**config.mk**
```make
export PLATFORM = sky130hd
export DESIGN_NAME = subscriber_slot_table
export DESIGN_NICKNAME = d
export VERILOG_FILES = /design/src/rtl/sst_pkg.sv /design/src/rtl/subscriber_slot_table.sv /design/src/rtl/sst_row_store.sv /design/src/rtl/sst_row_logic.sv
export VERILOG_INCLUDE_DIRS = /design/src /design/src/rtl
export SDC_FILE = /design/constraint.sdc
export NUM_CORES = 2
export LEC_CHECK = 0
export BUFFER_PORTS_ARGS = -buffer_cell sky130_fd_sc_hd__buf_2
export CAP_MARGIN = 5
export CORE_AREA = 4 4 448 339
export DETAILED_ROUTE_END_ITERATION = 6
export DIE_AREA = 0 0 452 343
export GPL_TIMING_DRIVEN = 0
export PLACE_DENSITY = 0.77
export SLEW_MARGIN = 0
export SYNTH_ARGS = -nofsm -noshare
export SYNTH_HDL_FRONTEND = slang
export SYNTH_HIERARCHICAL = 1
export SYNTH_SLANG_ARGS = --single-unit
```
**constraint.sdc**
```tcl
create_clock -name clk -period 14.8 [get_ports clk]
set_clock_uncertainty 0.15 [all_clocks]
set_input_delay 1.48 -clock clk [delete_from_list [all_inputs] [get_ports clk]]
set_output_delay 1.48 -clock clk [all_outputs]
set_load 0.05 [all_outputs]
```
**src/rtl/subscriber_slot_table_macros.svh**
```systemverilog
// assertion helpers on clk, disabled during reset
`ifndef SUBSCRIBER_SLOT_TABLE_MACROS_SVH
`define SUBSCRIBER_SLOT_TABLE_MACROS_SVH

// same-cycle implication
`define SST_ASSERT_NOW(label, ante, cons) \
	label: assert property (@(posedge clk) disable iff (!arst_n) (ante) |-> (cons)) \
		else $error("slot table check failed");

// next-cycle implication
`define SST_ASSERT_NEXT(label, ante, cons) \
	label: assert property (@(posedge clk) disable iff (!arst_n) (ante) |=> (cons)) \
		else $error("slot table check failed");

`endif

```
**src/rtl/sst_pkg.sv**
```systemverilog
package sst_pkg;

	localparam int REQ_W       = 2;
	localparam int ROW_IN_W    = 4;
	localparam int SUB_ID_W    = 16;
	localparam int MATCHED_W   = 16;
	localparam int IN_TDATA_W  = 24;
	localparam int OUT_TDATA_W = 24;

	localparam logic [REQ_W-1:0] REQ_INSERT = 2'd0;
	localparam logic [REQ_W-1:0] REQ_REMOVE = 2'd1;
	localparam logic [REQ_W-1:0] REQ_CHECK  = 2'd2;

	typedef struct packed {
		logic                 success;
		logic [MATCHED_W-1:0] matched_id;
	} result_t;

endpackage

```
**src/rtl/subscriber_slot_table.sv**
```systemverilog
// Subscriber slot table: ROW_COUNT rows of SLOTS_PER_ROW ids, one insert, remove or
// check item per clock while m_tready allows, each passing the s1 stage and then the
// output register. The rate is set by the row store, whose one read port delivers a
// whole row registered; the row is then matched and rewritten, with a write to the
// same row forwarded to the next item. Reset empties the table at once through
// one valid bit per row, so there is no clearing pass and items are taken right away.
// An output register lets a new item enter while a result waits to be taken.
`include "subscriber_slot_table_macros.svh"

module subscriber_slot_table #(
	parameter int SLOTS_PER_ROW = 8,
	parameter int ROW_COUNT     = 16,
	parameter int ID_BITS       = 16
) (
	input  logic                              clk,
	input  logic                              arst_n,
	input  logic                              s_tvalid,
	output logic                              s_tready,
	// req_type[1:0], row[5:2], sub_id[21:6], zero pad
	input  logic [sst_pkg::IN_TDATA_W-1:0]    s_tdata,
	output logic                              m_tvalid,
	input  logic                              m_tready,
	// success[0], matched_id[16:1], zero pad
	output logic [sst_pkg::OUT_TDATA_W-1:0]   m_tdata
);

	import sst_pkg::*;

	localparam int ROW_W  = (ROW_COUNT > 1) ? $clog2(ROW_COUNT) : 1;
	localparam int DATA_W = SLOTS_PER_ROW * ID_BITS;

	logic [REQ_W-1:0]    in_req;
	logic [ROW_IN_W-1:0] in_row;
	logic [SUB_ID_W-1:0] in_sub_id;
	logic                in_range;

	logic                accept;
	logic                adv;
	logic                commit;

	logic                s1_valid_q;
	logic [REQ_W-1:0]    req_s1;
	logic [ROW_W-1:0]    row_s1;
	logic [ID_BITS-1:0]  id_s1;
	logic                in_range_s1;

	logic [DATA_W-1:0]   row_data;
	logic [DATA_W-1:0]   wr_data;
	logic                wr_hit;
	logic                mem_wr;
	result_t             result;

	logic                out_valid_q;
	result_t             out_result_q;

	assign in_req    = s_tdata[REQ_W-1:0];
	assign in_row    = s_tdata[REQ_W +: ROW_IN_W];
	assign in_sub_id = s_tdata[REQ_W+ROW_IN_W +: SUB_ID_W];
	assign in_range  = (int'(in_row) < ROW_COUNT);

	assign adv      = !out_valid_q || m_tready;
	assign s_tready = !s1_valid_q || adv;
	assign accept   = s_tvalid && s_tready;
	assign commit   = s1_valid_q && adv;
	assign mem_wr   = commit && wr_hit;

	always_ff @(posedge clk or negedge arst_n) begin
		if (!arst_n) begin
			s1_valid_q <= 1'b0;
		end else if (s_tready) begin
			s1_valid_q <= s_tvalid;
		end
	end

	always_ff @(posedge clk) begin
		if (accept) begin
			req_s1      <= in_req;
			row_s1      <= ROW_W'(in_row);
			id_s1       <= ID_BITS'(in_sub_id);
			in_range_s1 <= in_range;
		end
	end

	sst_row_store #(
		.ROW_COUNT (ROW_COUNT),
		.ROW_W     (ROW_W),
		.DATA_W    (DATA_W)
	) u_store (
		.clk     (clk),
		.arst_n  (arst_n),
		.rd_en   (accept),
		.rd_idx  (ROW_W'(in_row)),
		.wr_en   (mem_wr),
		.wr_idx  (row_s1),
		.wr_data (wr_data),
		.rd_data (row_data)
	);

	sst_row_logic #(
		.SLOTS_PER_ROW (SLOTS_PER_ROW),
		.ID_BITS       (ID_BITS)
	) u_logic (
		.req_type (req_s1),
		.in_range (in_range_s1),
		.id       (id_s1),
		.row_data (row_data),
		.wr_en    (wr_hit),
		.wr_data  (wr_data),
		.result   (result)
	);

	always_ff @(posedge clk or negedge arst_n) begin
		if (!arst_n) begin
			out_valid_q <= 1'b0;
		end else if (adv) begin
			out_valid_q <= s1_valid_q;
		end
	end

	always_ff @(posedge clk) begin
		if (commit) begin
			out_result_q <= result;
		end
	end

	assign m_tvalid = out_valid_q;
	assign m_tdata  = {{(OUT_TDATA_W-1-MATCHED_W){1'b0}},
		out_result_q.matched_id, out_result_q.success};

	`SST_ASSERT_NEXT(a_commit_gives_result, commit, out_valid_q)
	`SST_ASSERT_NOW(a_fail_no_id, out_valid_q && !out_result_q.success,
		out_result_q.matched_id == '0)
	`SST_ASSERT_NOW(a_write_only_update, mem_wr,
		in_range_s1 && (req_s1 == REQ_INSERT || req_s1 == REQ_REMOVE))

endmodule

```
**src/rtl/sst_row_store.sv**
```systemverilog
module sst_row_store #(
	parameter int ROW_COUNT = 16,
	parameter int ROW_W     = 4,
	parameter int DATA_W    = 128
) (
	input  logic              clk,
	input  logic              arst_n,
	input  logic              rd_en,
	input  logic [ROW_W-1:0]  rd_idx,
	input  logic              wr_en,
	input  logic [ROW_W-1:0]  wr_idx,
	input  logic [DATA_W-1:0] wr_data,
	output logic [DATA_W-1:0] rd_data
);

	logic [DATA_W-1:0]    mem [ROW_COUNT];
	logic [ROW_COUNT-1:0] row_valid_q;
	logic [DATA_W-1:0]    rd_raw_s1;
	logic [DATA_W-1:0]    byp_data_s1;
	logic                 byp_s1;
	logic                 rd_valid_s1;

	always_ff @(posedge clk) begin
		if (wr_en) begin
			mem[wr_idx] <= wr_data;
		end
		if (rd_en) begin
			rd_raw_s1   <= mem[rd_idx];
			byp_data_s1 <= wr_data;
		end
	end

	// per-row valid bits stand in for clearing the array at reset
	always_ff @(posedge clk or negedge arst_n) begin
		if (!arst_n) begin
			row_valid_q <= '0;
			byp_s1      <= 1'b0;
			rd_valid_s1 <= 1'b0;
		end else begin
			if (wr_en) begin
				row_valid_q[wr_idx] <= 1'b1;
			end
			if (rd_en) begin
				byp_s1      <= wr_en && (wr_idx == rd_idx);
				rd_valid_s1 <= row_valid_q[rd_idx];
			end
		end
	end

	assign rd_data = byp_s1 ? byp_data_s1 : (rd_valid_s1 ? rd_raw_s1 : '0);

endmodule

```
**src/rtl/sst_row_logic.sv**
```systemverilog
module sst_row_logic #(
	parameter int SLOTS_PER_ROW = 8,
	parameter int ID_BITS       = 16
) (
	input  logic [sst_pkg::REQ_W-1:0]         req_type,
	input  logic                              in_range,
	input  logic [ID_BITS-1:0]                id,
	input  logic [SLOTS_PER_ROW*ID_BITS-1:0]  row_data,
	output logic                              wr_en,
	output logic [SLOTS_PER_ROW*ID_BITS-1:0]  wr_data,
	output sst_pkg::result_t                  result
);

	import sst_pkg::*;

	logic [SLOTS_PER_ROW-1:0] free_vec;
	logic [SLOTS_PER_ROW-1:0] hit_vec;
	logic [SLOTS_PER_ROW-1:0] free_first;
	logic [SLOTS_PER_ROW-1:0] hit_first;

	always_comb begin
		for (int s = 0; s < SLOTS_PER_ROW; s++) begin
			free_vec[s] = (row_data[s*ID_BITS +: ID_BITS] == '0);
			hit_vec[s]  = (row_data[s*ID_BITS +: ID_BITS] == id);
		end
	end

	// isolate lowest set bit
	assign free_first = free_vec & (~free_vec + SLOTS_PER_ROW'(1));
	assign hit_first  = hit_vec & (~hit_vec + SLOTS_PER_ROW'(1));

	always_comb begin
		wr_en   = 1'b0;
		wr_data = row_data;
		result  = '0;
		if (in_range) begin
			unique case (req_type)
				REQ_INSERT: begin
					result.success = |free_vec;
					wr_en          = |free_vec;
					for (int s = 0; s < SLOTS_PER_ROW; s++) begin
						if (free_first[s]) begin
							wr_data[s*ID_BITS +: ID_BITS] = id;
						end
					end
				end
				REQ_REMOVE: begin
					result.success = |hit_vec;
					wr_en          = |hit_vec;
					for (int s = 0; s < SLOTS_PER_ROW; s++) begin
						if (hit_first[s]) begin
							wr_data[s*ID_BITS +: ID_BITS] = '0;
						end
					end
				end
				REQ_CHECK: begin
					result.success = |hit_vec;
					if (|hit_vec) begin
						result.matched_id = MATCHED_W'(id);
					end
				end
				default: begin
				end
			endcase
		end
	end

endmodule

```
Word level (Yosys, flattened, before mapping)
Memories as Yosys holds them, arrays and structs flattened. A register that Yosys moved wholly into a read port is not among the register bits.
Cells that the tools add are included.
{"block": "word_totals", "latchBits": 0, "output_inout_bits": 26, "mem_count": 1, "ramBits": 2048, "register_bits": 187, "rom_bits": 0, "word_cells": 82}
{"name": "u_store.mem", "depth": 16, "width": 128, "rd": 1, "rd_clocked_by_memory_dff": 1, "write_ports": 1, "line": "sst_row_store.sv:16", "source": "logic [DATA_W-1:0] mem [ROW_COUNT];"}
{"block": "op_classes", "mul": 0, "eq_ne": 11, "n_lt_le_gt_ge": 3, "n_reduce_logical": 22, "n_addsub": 2, "n_mux": 27, "shift": 0, "n_bitwise": 5, "div_mod_pow": 0}
{"cell": "$mux 128", "count": 2}
{"cell": "$mux 16", "count": 16}
{"cell": "$pmux 128 s2", "count": 1}
{"cell": "$eq 16x16->1", "count": 8}
{"cell": "$logic_not 16->1", "count": 8}
{"cell": "$add 8x1->8 const B", "count": 2}
{"cell": "$and 8x8->8", "count": 2}
{"cell": "$not 8->8", "count": 2}
{"cell": "$or 16x16->16", "count": 1}
{"cell": "$reduce_or 8->1", "count": 2}
{"cell": "$lt 4x5->1 const B", "count": 2}
{"cell": "$logic_and 1x1->1", "count": 5}
{"cell": "$bmux 1 s4", "count": 1}
{"cell": "$demux 1 s4", "count": 1}
{"cell": "$eq 4x4->1", "count": 1}
{"cell": "$ge 4x1->1 const B", "count": 1}
{"cell": "$mux 1", "count": 4}
{"cell": "$pmux 1 s2", "count": 2}
{"cell": "$eq 2x1->1 const B", "count": 1}
{"cell": "$eq 2x2->1 const B", "count": 1}
{"cell": "$logic_not 1->1", "count": 2}
{"cell": "$logic_not 2->1", "count": 1}
{"cell": "$logic_or 1x1->1", "count": 2}
{"cell": "$reduce_and 2->1", "count": 1}
{"cell": "$reduce_or 2->1", "count": 1}

Logic depth before layout (Yosys ltp)
{"block": "logic_depth", "word_depth": 8, "depth_mapped": 16}

Hierarchy
The synthesis kept the hierarchy.
{"module": "sst_row_store", "instances": 1, "cells_each": 3538, "area_each_um2": 86968.4}
{"module": "sst_row_logic", "instances": 1, "cells_each": 601, "area_each_um2": 4017.6}
{"module": "subscriber_slot_table", "instances": 1, "cells_each": 57, "area_each_um2": 1341.3}

Least setup slack after synthesis
OpenSTA, ideal clock, no wires.
{"block": "synth_timing", "path_type": "register to register", "startpoint": "register u_store.byp_s1", "endpoint": "register u_store.row_valid_q[0]", "path_buffers": 4, "arrival_ps": 12802, "stages_incl_launch_ff": 17, "setup_slack_ps": 1728, "setup_ps": 120, "path_cell_list": "dfrtp_1 -> clkbuf_1 -> nor2b_1 -> clkbuf_1 -> clkbuf_1 -> buf_1 -> a22o_1 -> xnor2_1 -> nand4_1 -> nor4_1 -> nand2b_1 -> nor4_1 -> o22ai_1 -> and3_1 -> or3b_2 -> nor3_1 -> or2_2"}
{"block": "synth_between", "elab_chain_len": 5, "word_cells_on_any_way": 21, "cone_classes": "8 x eq/ne; 2 x mux; 11 x reduce/logical"}
{"element": "start: declaration", "line": "sst_row_store.sv:20", "source": "logic byp_s1;"}
{"element": "start signal: assignment", "line": "sst_row_store.sv:44", "source": "byp_s1 <= wr_en && (wr_idx == rd_idx);"}
{"element": "$mux 128 *", "line": "sst_row_store.sv:50", "source": "assign rd_data = byp_s1 ? byp_data_s1 : (rd_valid_s1 ? rd_raw_s1 : '0);"}
{"element": "net row_data[104]", "line": "subscriber_slot_table.sv:47", "source": "logic [DATA_W-1:0] row_data;"}
{"element": "$eq 16x16->1 or $logic_not 16->1 (tied branches)", "line": "sst_row_logic.sv:24, sst_row_logic.sv:23"}
{"element": "$reduce_or 8->1, on equally long branches", "line": "sst_row_logic.sv:49, sst_row_logic.sv:40"}
{"element": "$pmux 1 s2 *", "line": "sst_row_logic.sv:37", "source": "unique case (req_type)"}
{"element": "net wr_hit", "line": "subscriber_slot_table.sv:49", "source": "logic wr_hit;"}
{"element": "$logic_and 1x1->1 *", "line": "subscriber_slot_table.sv:65", "source": "assign mem_wr = commit && wr_hit;"}
{"element": "net mem_wr", "line": "subscriber_slot_table.sv:50", "source": "logic mem_wr;"}
{"element": "end signal: assignment", "line": "sst_row_store.sv:36", "source": "row_valid_q <= '0;"}
{"element": "end signal: indexed assignment", "line": "sst_row_store.sv:41", "source": "row_valid_q[wr_idx] <= 1'b1;"}
{"element": "end: declaration", "line": "sst_row_store.sv:17", "source": "logic [ROW_COUNT-1:0] row_valid_q;"}
Mark *: on every way through the listed nets, which the timed path passes. The rest lies on a longest branch.
A chain may end at the register's enable or synchronous reset.

Final worst setup path
{"block": "layout_timing", "startpoint": "register u_store.byp_s1", "endpoint": "memory u_store.mem[4][99] (enable)"}
{"block": "layout_between", "elab_chain_len": 7, "word_cells_on_any_way": 23, "cone_classes": "8 x eq/ne; 4 x mux; 11 x reduce/logical"}
{"element": "$mux 128 *", "line": "sst_row_store.sv:50"}
{"element": "net row_data[109]", "line": "subscriber_slot_table.sv:47"}
{"element": "$eq 16x16->1 or $logic_not 16->1 (tied branches)", "line": "sst_row_logic.sv:24, sst_row_logic.sv:23"}
{"element": "$reduce_or 8->1, on equally long branches", "line": "sst_row_logic.sv:49, sst_row_logic.sv:40"}
{"element": "$pmux 1 s2 *", "line": "sst_row_logic.sv:37"}
{"element": "net wr_hit", "line": "subscriber_slot_table.sv:49"}
{"element": "$logic_and 1x1->1 *", "line": "subscriber_slot_table.sv:65"}
{"element": "net mem_wr", "line": "subscriber_slot_table.sv:50"}
{"element": "$mux 1 *", "line": "sst_row_store.sv:24", "source": "if (wr_en) begin"}
{"element": "$mux 1 (not written as such) *", "line": "sst_row_store.sv:25", "source": "mem[wr_idx] <= wr_data;"}
{"element": "end: declaration", "line": "sst_row_store.sv:16"}
Marked as above.

==> flow_summary.json <==
{
  "status": "complete, but fails checks",
  "violations": "capacitance limit",
  "worstSetupStartpointType": "flip-flop",
  "hold_viol": 0,
  "arrival_ps": 7910,
  "cts_tree": "built",
  "grtUsageMet1_pct": 46.0,
  "grt_start_max_net_pins": 72,
  "dr_total_vias": 48200,
  "vdd.ir_drop.worst_mv": 0.162,
  "ys_types": 50,
  "drv_cap": 1,
  "grt.busiest_layer": "met2",
  "final_nets": 4682,
  "gp_congestion": 0.962,
  "place_inst": 6414,
  "detail_route.wl_per_cell_um": 37.4,
  "required_ps": 15190,
  "synth-edff-count": 2343,
  "power_per_cell_area_nw_per_um2": 134,
  "worstSkewPairLatency_ps": 870,
  "cts_sinks": 2363,
  "fmax_mhz": 133,
  "place_hpwl_um": 162000,
  "post_cts_resized": 0,
  "hold_class": "flip-flop to flip-flop",
  "ant_nets": 0,
  "clk_pin_slew_ps": 70,
  "wl_um": 255000,
  "rows": 122,
  "cts_buffers": 206,
  "synth_warnings": 6,
  "avgSynthCellArea_um2": 22.0,
  "syn_area_um2": 92300,
  "ys_seq_area_share_pct": 76.7,
  "setup_violations": 0,
  "drc_errors": 0,
  "area_growth_pct": 13.6,
  "worst_pin_slew_ps": 1500,
  "cts_htree_levels": 4,
  "finalNonFillerCells": 6810,
  "fin_tns_setup_ps": 0,
  "period_share_pct": 50.8,
  "power.total_mw": 14.1,
  "most-common-layout-cells": "edfxtp_1, mux4_2, clkbuf_16",
  "critPathCaptureType": "flip-flop",
  "grt_pass1_wl_um": 364000,
  "gr-total-overflow": 0,
  "drive_gt1_share_pct": 26.5,
  "initial_core_util_pct": 62.7,
  "path_class": "flip-flop to flip-flop",
  "io_pins": 54,
  "grt.met2_usage_pct": 52.8,
  "cts_hold_buf": 0,
  "dr.pass1.iters": 5,
  "first_global_vias": 48200,
  "dr.first_iter.drc_count": 7813,
  "coreArea_um2": 147000,
  "viasPerCell": 7.08,
  "slew_violations": 0,
  "cp_max_fo": 10,
  "final_common_cell": "edfxtp_1",
  "ys_ff_latch": 2363,
  "r2r_setup_slack_ps": 7280,
  "die_h_um": 343,
  "die_w_um": 452,
  "relSlewSlack_pct": 0.197,
  "antenna_found_initial": 11,
  "cts.root.buffer_cell": "clkbuf_16",
  "final.min_clock_period_ps": 7520,
  "p_leak_nw": 34.0,
  "cts_setup_buffers": 0,
  "io_buffers": 44,
  "clock_path_buffers": 3,
  "n_fill_cell": 8207,
  "rsz0062_at_grt": "false",
  "die-area_um2": 155000,
  "synth-async-reset-ratio_pct": 0.846,
  "use_met3_pct": 9.20,
  "synth_top_flop_cell": "edfxtp_1",
  "grt_use_total_pct": 33.6,
  "synthCells": 4196
}
==> critical path, cell delays in order, from the launching register on <==
cell and delay, ps:
dfrtp_1 360, clkbuf_1 160, nor2b_1 130, clkbuf_1 590, clkbuf_1 720, buf_1 610
a22o_1 380, xnor2_1 160, nand4_1 110, nor4_1 320, nand2b_1 320, nor4_1 110
o22ai_1 480, and3_1 380, nand3b_1 360, nor3_2 1010, buf_6 270, buf_6 180
buf_6 190, buf_6 200
==> cell type report <==
class / instances / area (um^2) / area share, %
Timing Repair Buffer: 234 / 3160 / 3.01
Clock buffer: 258 / 5390 / 5.14
Buffer: 266 / 1380 / 1.32
Antenna cell: 4 / 10.0 / 0.00954
Tap cell: 1984 / 2480 / 2.37
Clock inverter: 122 / 1340 / 1.27
Sequential cell: 2363 / 70900 / 67.5
Inverter: 36 / 135 / 0.129
Multi-Input combinational cell: 1543 / 20200 / 19.2
==> flip-flops by register name, indices dropped and copies added, names as in the netlist <==
name / cells
u_store/mem: 2048
m_tvalid: 1
u_store/rd_raw_s1: 128
id_s1: 16
u_store/byp_data_s1: 128
row_s1: 4
m_tdata: 17
req_s1: 2
s1_valid_q: 1
u_store/row_valid_q: 16
u_store/byp_s1: 1
u_store/rd_valid_s1: 1
==> synth_stat cells (3+ instances only) <==
| cell type | n | area [um^2] |
|---|---|---|
| edfxtp_1 | 2343 | 70400 |
| mux4_2 | 580 | 13100 |
| a22o_1 | 175 | 1530 |
| clkbuf_1 | 127 | 477 |
| a21oi_1 | 96 | 480 |
| xor2_1 | 96 | 841 |
| a211oi_1 | 67 | 503 |
| nor2b_1 | 67 | 419 |
| mux2i_1 | 65 | 651 |
| nor4_1 | 59 | 369 |
| buf_2 | 58 | 290 |
| buf_4 | 53 | 398 |
| nor2_1 | 37 | 139 |
| inv_1 | 36 | 135 |
| xnor2_1 | 36 | 315 |
| a22oi_1 | 32 | 240 |
| o21ai_0 | 31 | 155 |
| nand2_1 | 26 | 97.6 |
| nand4_1 | 24 | 150 |
| dfrtp_1 | 20 | 500 |
| and2_1 | 19 | 119 |
| and3_1 | 17 | 106 |
| or2_2 | 17 | 106 |
| a31oi_1 | 16 | 100 |
| o2bb2ai_1 | 16 | 140 |
| buf_6 | 15 | 169 |
| buf_1 | 13 | 48.8 |
| nand2b_1 | 9 | 56.3 |
| nand3_1 | 7 | 35.0 |
| nor3_1 | 6 | 30.0 |
| ha_1 | 4 | 50.1 |
| o21ai_1 | 4 | 20.0 |
| a221o_1 | 3 | 30.0 |
| nand3b_1 | 3 | 22.5 |
==> routing by layer <==
layer / routed length, um / up-vias
met4: 10400 / 6
met5: 49 / -
met3: 35100 / 581
li1: - / 18700
met2: 122000 / 3920
met1: 87600 / 25000
==> stage by stage <==
stage	hold WS, ps	util, %	area (um^2)	setup slack, ps
CTS	319	71.2	105000	7500
global placement	296	64.6	95100	-11400
finish	326	71.3	105000	7280
global route	339	71.3	105000	7230
detailed placement	302	66.6	98000	7530
floorplan	284	-	92400	1730
==> where the power goes <==
| part | internal [mW] | leakage (nW) | switching (mW) |
|---|---|---|---|
| clock | 2.99 | 3.26 | 2.44 |
| sequential | 7.59 | 21.9 | 0.0487 |
| combinational | 0.326 | 8.90 | 0.710 |
| total | 10.9 | 34.0 | 3.20 |
==> final timing paths <==
path,startpoint,to,cells past startpoint
max,u_store/byp_s1,u_store/mem[4][99],19
min,u_store/row_valid_q[4],u_store/row_valid_q[4],1
max in group asynchronous,arst_n,u_store/row_valid_q[0],1
min reg2reg,u_store/row_valid_q[4],u_store/row_valid_q[4],1
max reg2reg,u_store/byp_s1,u_store/mem[4][99],19
min in group asynchronous,arst_n,s1_valid_q,1
==> kinds of logic (layout without fill, tap and decap cells) <==
logic type / after synthesis / count (layout) / share of synthesized area [%]
flip-flops: 2363 / 2363 / 76.7
multiplexers: 645 / 645 / 14.9
AO/OA/AOI/OAI: 447 / 447 / 3.53
buffers and inverters: 302 / 916 / 1.64
AND/OR/NAND/NOR: 301 / 301 / 1.91
XOR/XNOR: 132 / 132 / 1.25
adder cells (fa/ha/maj): 4 / 4 / 0.0542
other: 2 / 18 / 0.00813
Note: power is estimated with default switching activity, not from simulation.
